<file path="src/sv/flvd_pkg.sv">
// Shared constants and types for the FLV tag deframer.
`timescale 1ns / 1ps

package flvd_pkg;

    // Parser phase codes.
    localparam logic [2:0] PH_FILE_HDR = 3'd0;
    localparam logic [2:0] PH_FILE_PTS = 3'd1;
    localparam logic [2:0] PH_TAG_HDR  = 3'd2;
    localparam logic [2:0] PH_PAYLOAD  = 3'd3;
    localparam logic [2:0] PH_TAG_PTS  = 3'd4;

    // Section lengths in bytes, sized to compare against an incremented count.
    localparam logic [24:0] FILE_HDR_LEN = 25'd9;
    localparam logic [24:0] PTS_LEN      = 25'd4;
    localparam logic [24:0] TAG_HDR_LEN  = 25'd11;

    // File signature bytes.
    localparam logic [7:0] SIG_F = 8'h46;
    localparam logic [7:0] SIG_L = 8'h4C;
    localparam logic [7:0] SIG_V = 8'h56;

    // Tag header byte positions that carry fields.
    localparam logic [23:0] HDR_TYPE    = 24'd0;
    localparam logic [23:0] HDR_SIZE_HI = 24'd1;
    localparam logic [23:0] HDR_SIZE_MD = 24'd2;
    localparam logic [23:0] HDR_SIZE_LO = 24'd3;
    localparam logic [23:0] HDR_TIME_HI = 24'd4;
    localparam logic [23:0] HDR_TIME_MD = 24'd5;
    localparam logic [23:0] HDR_TIME_LO = 24'd6;
    localparam logic [23:0] HDR_TIME_EX = 24'd7;

    // One result item.
    typedef struct packed {
        logic [7:0]  payload_byte;
        logic        payload_valid;
        logic [4:0]  tag_type;
        logic [23:0] tag_size;
        logic [31:0] tag_timestamp;
        logic        last;
        logic        signature_bad;
    } result_t;

endpackage

</file>
<file path="src/sv/flv_tag_deframer.sv">
// Top level of the streaming FLV tag deframer.
`timescale 1ns / 1ps

// Streaming FLV tag deframer. One stream byte is taken per input request
// and the block accepts a byte in every cycle in which the skid register
// is empty: the parser decides each byte in the cycle it is accepted, so
// the rate is one byte per clock while input is not held off. A byte with
// start_of_stream set restarts parsing and clears the sticky signature_bad
// flag. The 9-byte file header is checked for the "FLV" signature, and
// then the 4-byte size field that follows it is dropped. For each tag, the
// 11 header bytes load the type, size and timestamp and produce no output.
// Each payload byte leaves as an output request with payload_valid set, and
// the fourth byte of the trailing size field leaves as a done request with
// last set and payload_byte zero. Every output request carries the current
// tag's type, size and timestamp. Results pass through an output register
// backed by a one-entry skid register, so a result is registered in one of
// the two before it leaves, and input is only held off while both are full.
module flv_tag_deframer (
    input  logic        clk,
    input  logic        rst_n,
    input  logic        in_valid,
    output logic        in_ready,
    input  logic [7:0]  data_byte,
    input  logic        start_of_stream,
    output logic        out_valid,
    input  logic        out_ready,
    output logic [7:0]  payload_byte,
    output logic        payload_valid,
    output logic [4:0]  tag_type,
    output logic [23:0] tag_size,
    output logic [31:0] tag_timestamp,
    output logic        last,
    output logic        signature_bad
);
    import flvd_pkg::*;

    result_t res;
    logic    res_valid;
    logic    accept;
    logic    push;
    logic    take;

    logic    out_valid_reg, out_valid_next;
    result_t out_data_reg, out_data_next;
    logic    skid_valid_reg, skid_valid_next;
    result_t skid_data_reg, skid_data_next;

    // Input is held off only when the skid register is occupied.
    assign in_ready = !skid_valid_reg;
    assign accept   = in_valid && in_ready;
    assign push     = accept && res_valid;
    assign take     = out_valid_reg && out_ready;

    flvd_parser u_parser (
        .clk             (clk),
        .rst_n           (rst_n),
        .advance         (accept),
        .data_byte       (data_byte),
        .start_of_stream (start_of_stream),
        .res             (res),
        .res_valid       (res_valid)
    );

    // The output register refills from the skid register first, so ordering
    // is preserved; a new result lands in the skid only while the output stalls.
    always_comb
    begin
        out_valid_next  = out_valid_reg;
        out_data_next   = out_data_reg;
        skid_valid_next = skid_valid_reg;
        skid_data_next  = skid_data_reg;
        if (take || !out_valid_reg)
        begin
            if (skid_valid_reg)
            begin
                out_valid_next  = 1'b1;
                out_data_next   = skid_data_reg;
                skid_valid_next = 1'b0;
            end
            else if (push)
            begin
                out_valid_next = 1'b1;
                out_data_next  = res;
            end
            else
            begin
                out_valid_next = 1'b0;
            end
        end
        else if (push)
        begin
            skid_valid_next = 1'b1;
            skid_data_next  = res;
        end
    end

    always_ff @(posedge clk or negedge rst_n)
    begin
        if (!rst_n)
        begin
            out_valid_reg  <= 1'b0;
            skid_valid_reg <= 1'b0;
        end
        else
        begin
            out_valid_reg  <= out_valid_next;
            skid_valid_reg <= skid_valid_next;
        end
    end

    always_ff @(posedge clk)
    begin
        out_data_reg  <= out_data_next;
        skid_data_reg <= skid_data_next;
    end

    assign out_valid     = out_valid_reg;
    assign payload_byte  = out_data_reg.payload_byte;
    assign payload_valid = out_data_reg.payload_valid;
    assign tag_type      = out_data_reg.tag_type;
    assign tag_size      = out_data_reg.tag_size;
    assign tag_timestamp = out_data_reg.tag_timestamp;
    assign last          = out_data_reg.last;
    assign signature_bad = out_data_reg.signature_bad;

    // The skid register never holds a result while the output register is empty.
    assert property (@(posedge clk) disable iff (!rst_n)
        skid_valid_reg |-> out_valid_reg)
        else $error("skid register occupied with empty output register");

    // Every result is either a payload byte or a done marker, never both.
    assert property (@(posedge clk) disable iff (!rst_n)
        out_valid_reg |-> (out_data_reg.payload_valid ^ out_data_reg.last))
        else $error("result is neither or both of payload and done");

    // A done marker carries a zero payload byte.
    assert property (@(posedge clk) disable iff (!rst_n)
        (out_valid_reg && out_data_reg.last) |-> (out_data_reg.payload_byte == 8'd0))
        else $error("done result with nonzero payload byte");

    // A stalled output with a full skid cannot accept another result.
    assert property (@(posedge clk) disable iff (!rst_n)
        (skid_valid_reg && !out_ready) |=> skid_valid_reg && out_valid_reg)
        else $error("buffered result lost under stall");

endmodule

</file>
<file path="src/sv/flvd_parser.sv">
// Byte-wise FLV parsing state machine with its state registers.
`timescale 1ns / 1ps

module flvd_parser (
    input  logic             clk,
    input  logic             rst_n,
    input  logic             advance,
    input  logic [7:0]       data_byte,
    input  logic             start_of_stream,
    output flvd_pkg::result_t res,
    output logic             res_valid
);
    import flvd_pkg::*;

    logic [2:0]  phase_reg, phase_next;
    logic [23:0] count_reg, count_next;
    logic [4:0]  type_reg, type_next;
    logic [23:0] size_reg, size_next;
    logic [31:0] time_reg, time_next;
    logic        bad_reg, bad_next;

    logic [2:0]  phase_eff;
    logic [23:0] count_eff;
    logic [4:0]  type_eff;
    logic [23:0] size_eff;
    logic [31:0] time_eff;
    logic        bad_eff;
    logic [24:0] count_inc;
    logic [23:0] hdr_idx;
    logic [24:0] hdr_inc;

    // A restart request sees the reset state.
    assign phase_eff = start_of_stream ? PH_FILE_HDR : phase_reg;
    assign count_eff = start_of_stream ? 24'd0 : count_reg;
    assign type_eff  = start_of_stream ? 5'd0 : type_reg;
    assign size_eff  = start_of_stream ? 24'd0 : size_reg;
    assign time_eff  = start_of_stream ? 32'd0 : time_reg;
    assign bad_eff   = start_of_stream ? 1'b0 : bad_reg;

    assign count_inc = {1'b0, count_eff} + 25'd1;
    assign hdr_idx   = (phase_eff == PH_TAG_HDR) ? count_eff : 24'd0;
    assign hdr_inc   = {1'b0, hdr_idx} + 25'd1;

    always_comb
    begin
        phase_next = phase_eff;
        count_next = count_eff;
        type_next  = type_eff;
        size_next  = size_eff;
        time_next  = time_eff;
        bad_next   = bad_eff;

        res_valid         = 1'b0;
        res.payload_byte  = 8'd0;
        res.payload_valid = 1'b0;
        res.tag_type      = type_eff;
        res.tag_size      = size_eff;
        res.tag_timestamp = time_eff;
        res.last          = 1'b0;
        res.signature_bad = bad_eff;

        unique case (phase_eff)
            PH_FILE_HDR:
            begin
                if ((count_eff == 24'd0 && data_byte != SIG_F) ||
                    (count_eff == 24'd1 && data_byte != SIG_L) ||
                    (count_eff == 24'd2 && data_byte != SIG_V))
                begin
                    bad_next = 1'b1;
                end
                if (count_inc >= FILE_HDR_LEN)
                begin
                    count_next = 24'd0;
                    phase_next = PH_FILE_PTS;
                end
                else
                begin
                    count_next = count_inc[23:0];
                end
            end
            PH_FILE_PTS:
            begin
                if (count_inc >= PTS_LEN)
                begin
                    count_next = 24'd0;
                    phase_next = PH_TAG_HDR;
                end
                else
                begin
                    count_next = count_inc[23:0];
                end
            end
            PH_PAYLOAD:
            begin
                res_valid         = 1'b1;
                res.payload_byte  = data_byte;
                res.payload_valid = 1'b1;
                if (count_inc >= {1'b0, size_eff})
                begin
                    count_next = 24'd0;
                    phase_next = PH_TAG_PTS;
                end
                else
                begin
                    count_next = count_inc[23:0];
                end
            end
            PH_TAG_PTS:
            begin
                if (count_inc >= PTS_LEN)
                begin
                    count_next = 24'd0;
                    phase_next = PH_TAG_HDR;
                    res_valid  = 1'b1;
                    res.last   = 1'b1;
                end
                else
                begin
                    count_next = count_inc[23:0];
                end
            end
            default:
            begin
                // Tag header; unused phase codes fall in here as header byte zero.
                case (hdr_idx)
                    HDR_TYPE:    type_next = data_byte[4:0];
                    HDR_SIZE_HI: size_next = {data_byte, 16'd0};
                    HDR_SIZE_MD: size_next = {size_eff[23:16], data_byte, size_eff[7:0]};
                    HDR_SIZE_LO: size_next = {size_eff[23:8], data_byte};
                    HDR_TIME_HI: time_next = {8'd0, data_byte, 16'd0};
                    HDR_TIME_MD: time_next = {time_eff[31:16], data_byte, time_eff[7:0]};
                    HDR_TIME_LO: time_next = {8'd0, time_eff[23:8], data_byte};
                    HDR_TIME_EX: time_next = {data_byte, time_eff[23:0]};
                    default:     ;
                endcase
                if (hdr_inc >= TAG_HDR_LEN)
                begin
                    count_next = 24'd0;
                    phase_next = (size_next == 24'd0) ? PH_TAG_PTS : PH_PAYLOAD;
                end
                else
                begin
                    count_next = hdr_inc[23:0];
                    phase_next = PH_TAG_HDR;
                end
            end
        endcase
    end

    always_ff @(posedge clk or negedge rst_n)
    begin
        if (!rst_n)
        begin
            phase_reg <= PH_FILE_HDR;
            count_reg <= 24'd0;
            type_reg  <= 5'd0;
            size_reg  <= 24'd0;
            time_reg  <= 32'd0;
            bad_reg   <= 1'b0;
        end
        else if (advance)
        begin
            phase_reg <= phase_next;
            count_reg <= count_next;
            type_reg  <= type_next;
            size_reg  <= size_next;
            time_reg  <= time_next;
            bad_reg   <= bad_next;
        end
    end

endmodule
</file>
<file path="config.mk">
export PLATFORM = sky130hd
export DESIGN_NAME = flv_tag_deframer
export DESIGN_NICKNAME = d
export VERILOG_FILES = /design/src/sv/flvd_pkg.sv /design/src/sv/flv_tag_deframer.sv /design/src/sv/flvd_parser.sv
export SDC_FILE = /design/constraint.sdc
export NUM_CORES = 1
export LEC_CHECK = 0
export ABC_AREA = 1
export CAP_MARGIN = 40
export CORE_UTILIZATION = 51
export CTS_BUF_LIST = sky130_fd_sc_hd__clkbuf_4
export CTS_CLUSTER_DIAMETER = 40
export DETAILED_ROUTE_END_ITERATION = 16
export DONT_BUFFER_PORTS = 1
export PLACE_DENSITY = 0.68
export SKIP_LAST_GASP = 1
export SLEW_MARGIN = 30
export SYNTH_ARGS = -nofsm -noshare
export SYNTH_HDL_FRONTEND = slang
export SYNTH_SLANG_ARGS = --single-unit
</file>
<file path="constraint.sdc">
create_clock -name clk -period 8 [get_ports clk]
set_input_delay 0.8 -clock clk [delete_from_list [all_inputs] [get_ports clk]]
set_output_delay 0.8 -clock clk [all_outputs]
set_load 0.01 [all_outputs]
</file>
==> flow_summary_export.csv <==
group,metric,value,unit
yosys,synthFlopType,"edfxtp_1",
cells_and_area,drive_gt1_share,11.9,%
setup_path,startpoint_type,"register",
floorplanning,die_area,27900,sq um
cells_and_area,fin_util,56.9,%
place,hpwlAfterDp,27200,um
pwr,p_leak,0.00658,uW
yosys,ys_seq_elements,235,
timing,min_period_over_period,56.7,%
clock_tree,insertion_delay,0.66,ns
drt,drc,0,
yosys,async_reset_ff_share,38.7,%
drt,viasPerCell,5.55,
drt,drt_iter0_markers,1152,
clock_tree,cts_tree,"yes",
cells_and_area,final_cell_mix,"456 x nand2_1, 264 x nor2_1, 217 x inv_1, 144 x edfxtp_1, 117 x nand3_1",
setup_path,cp_max_fo,24,
grt,antenna_found_initial,1,
clock_tree,clockBufferDepth,3,
yosys,synth.distinct_cells,50,
drt,wl_per_cell,17.7,um
pwr,ir_drop,0.0852,mV
run_status,status,"completed",
floorplanning,core-area,26400,sq um
pwr,p_per_area,199,nW/um^2
setup_path,crit_path_end_kind,"register",
yosys,syn-cell-area,13900,sq um
yosys,synth_edf_count,144,
drt,dr.pass1.iters,5,
grt,first_global_vias,11200,
clock_tree,h-tree-depth,3,
timing,max_slew.worst_pin.slew,0.848,ns
setup_path,required,8.50,ns
drt,wl,38300,um
drt,via_count,12000,
drt,ant_nets,0,
cells_and_area,final_nets,1815,
flow_run,max_cap_violations,0,
timing,slew_viol_final,0,
timing,max_freq,221,MHz
setup_path,cp.arrival,5.04,ns
cells_and_area,final_common_cell,"nand2_1",
timing,min_period,4.53,ns
grt,grt_first_pass_wirelength,61300,um
cells_and_area,syn2layout_area_growth,8.18,%
floorplanning,fp.dieH,167,um
yosys,yosysSeqAreaShare,47.6,%
timing,setup_tns,0,ns
grt,grt_max_degree,92,
yosys,postSynthCellCount,1756,
floorplanning,placement_rows,59,
clock_tree,postCtsSetupBuffers,0,
clock_tree,root_buffer,"clkbuf_4",
timing,fin_skew,0.0398,ns
yosys,syn_avg_cell_area,7.90,sq um
clock_tree,cts.sinks,235,
yosys,yosys_warnings,0,
grt,grtUsageTotal,28.0,%
grt,grt_overflow_total,0,
floorplanning,pin_count,87,
hold_path,min_path_type,"in -> async",
yosys,syn_nets,1798,
place,port_buffers,0,
timing,rsz0062_at_grt,"false",
clock_tree,cts_buffers,67,
setup_path,reg2reg_depth,23,
timing,hold_viol_final,0,
floorplanning,die_w,167,um
place,finalWeightedCongestion,0.924,
clock_tree,clkTransAtPathRegs,0.07,ns
timing,setup_viol,0,
timing,maxSlewHeadroom,43.4,%
setup_path,criticalPathCategory,"reg -> reg",
cells_and_area,largest_register_ffs,72,
floorplanning,start_util,52.6,%
-- worst max-delay path: stages (launching register included) --
cell	delay [ns]
dfrtp_1	0.44
inv_2	0.08
nor2_4	0.19
ha_1	0.24
nand3_1	0.09
nor2_1	0.66
nand3_1	0.28
nor2_2	0.18
xor2_1	0.34
ha_1	0.20
nand2_1	0.06
inv_1	0.05
nand3_1	0.09
nor2_1	0.18
and3_1	0.18
nand2_1	0.05
nor2_1	0.08
nand3_1	0.08
nor2_1	0.11
nor2_1	0.08
nand3_2	0.10
nand3_4	0.29
nand3_1	0.23
o21ai_1	0.09
-- power breakdown --
group	total (uW)	internal, uW	switching [uW]	leakage, uW
Combinational	459	131	328	0.00352
Clock	1130	606	521	0.000524
Sequential	1400	1360	37.5	0.00253
-- through the flow --
step / setup WS, ns / std cells / total power [uW] / hold slack, ns / instance area (sq um)
after global placement: 2.87 / 2032 / 1840 / 0.472 / 14000
after detailed placement: 2.74 / 2036 / 1860 / 0.479 / 14100
after CTS: 3.09 / 2160 / 3010 / 0.0407 / 15000
after global routing: 3.03 / 2163 / 3150 / 0.0562 / 15000
after floorplan: 0.934 / 1756 / 1780 / 0.459 / 13900
final: 3.47 / 2163 / 2990 / 0.0409 / 15000
-- timing repair --
action                                  CTS  global route
hold buffers                              1             0
endpoints found under the setup margin    0             0
hold endpoints to repair                 91             0
resized for setup                         0             0
-- cell usage after synthesis (8+ instances only) --
| cell type | instances | area share (%) |
|---|---|---|
| buf_2 | 10 | 0.36 |
| nor3_1 | 13 | 0.47 |
| buf_6 | 8 | 0.65 |
| nor2_2 | 24 | 1.1 |
| dfrtp_1 | 91 | 16 |
| o221ai_1 | 8 | 0.51 |
| o211ai_1 | 10 | 0.54 |
| nand3_2 | 19 | 1.4 |
| o22ai_1 | 10 | 0.45 |
| nor2_1 | 266 | 7.2 |
| o21ai_1 | 14 | 0.51 |
| nand3_1 | 117 | 4.2 |
| edfxtp_1 | 144 | 31 |
| inv_2 | 14 | 0.38 |
| o21ai_0 | 106 | 3.8 |
| a221oi_1 | 16 | 1.0 |
| clkbuf_1 | 35 | 0.95 |
| a21oi_1 | 29 | 1.0 |
| nand2_1 | 456 | 12 |
| ha_1 | 29 | 2.6 |
| nand4_1 | 34 | 1.5 |
| o21a_1 | 11 | 0.60 |
| inv_1 | 218 | 5.9 |
-- cell families after synthesis --
family                   share of synthesized area (%)
AO/OA/AOI/OAI                                     9.40
AND/OR/NAND/NOR                                   30.7
XOR/XNOR                                         0.632
flip-flops                                        47.6
buffers and inverters                             9.02
adder cells (fa/ha/maj)                           2.62
-- path summary, 6_finish.rpt --
kind | to | slack, ns | start
min reg2reg | tag_type[4]$_DFFE_PP_ | 0.49 | skid_data_reg[62]$_DFFE_PP_
max reg2reg | u_parser.count_reg[22]$_DFFE_PN0P_ | 3.47 | u_parser.count_reg[0]$_DFFE_PN0P_
max | u_parser.count_reg[22]$_DFFE_PN0P_ | 3.47 | u_parser.count_reg[0]$_DFFE_PN0P_
min in group clk | u_parser.time_reg[13]$_DFFE_PN0P_ | 0.30 | data_byte[5]
min | u_parser.count_reg[12]$_DFFE_PN0P_ | 0.04 | rst_n
max in group asynchronous | skid_valid_reg$_DFFE_PN0P_ | 7.45 | rst_n
-- per-layer routing --
metal	up-vias	GRT usage [%]	share of wire (%)
met5	-	0	0
met4	0	10.6	2.8
met3	77	6.27	8.0
met2	476	43.2	44
met1	5614	38.6	45
li1	5839	-	-
-- final cells by class --
| type | instances | area, sq um |
|---|---|---|
| diodes | 1 | 2.50 |
| clock buffers | 106 | 796 |
| clock inverters | 17 | 83.8 |
| fillers | 2482 | 11400 |
| inverters | 234 | 881 |
| multi-input cells | 1221 | 6030 |
| flip-flops and latches | 235 | 6600 |
| well taps | 335 | 419 |
| repair buffers | 14 | 183 |
Power figures use the tool's default switching activity.
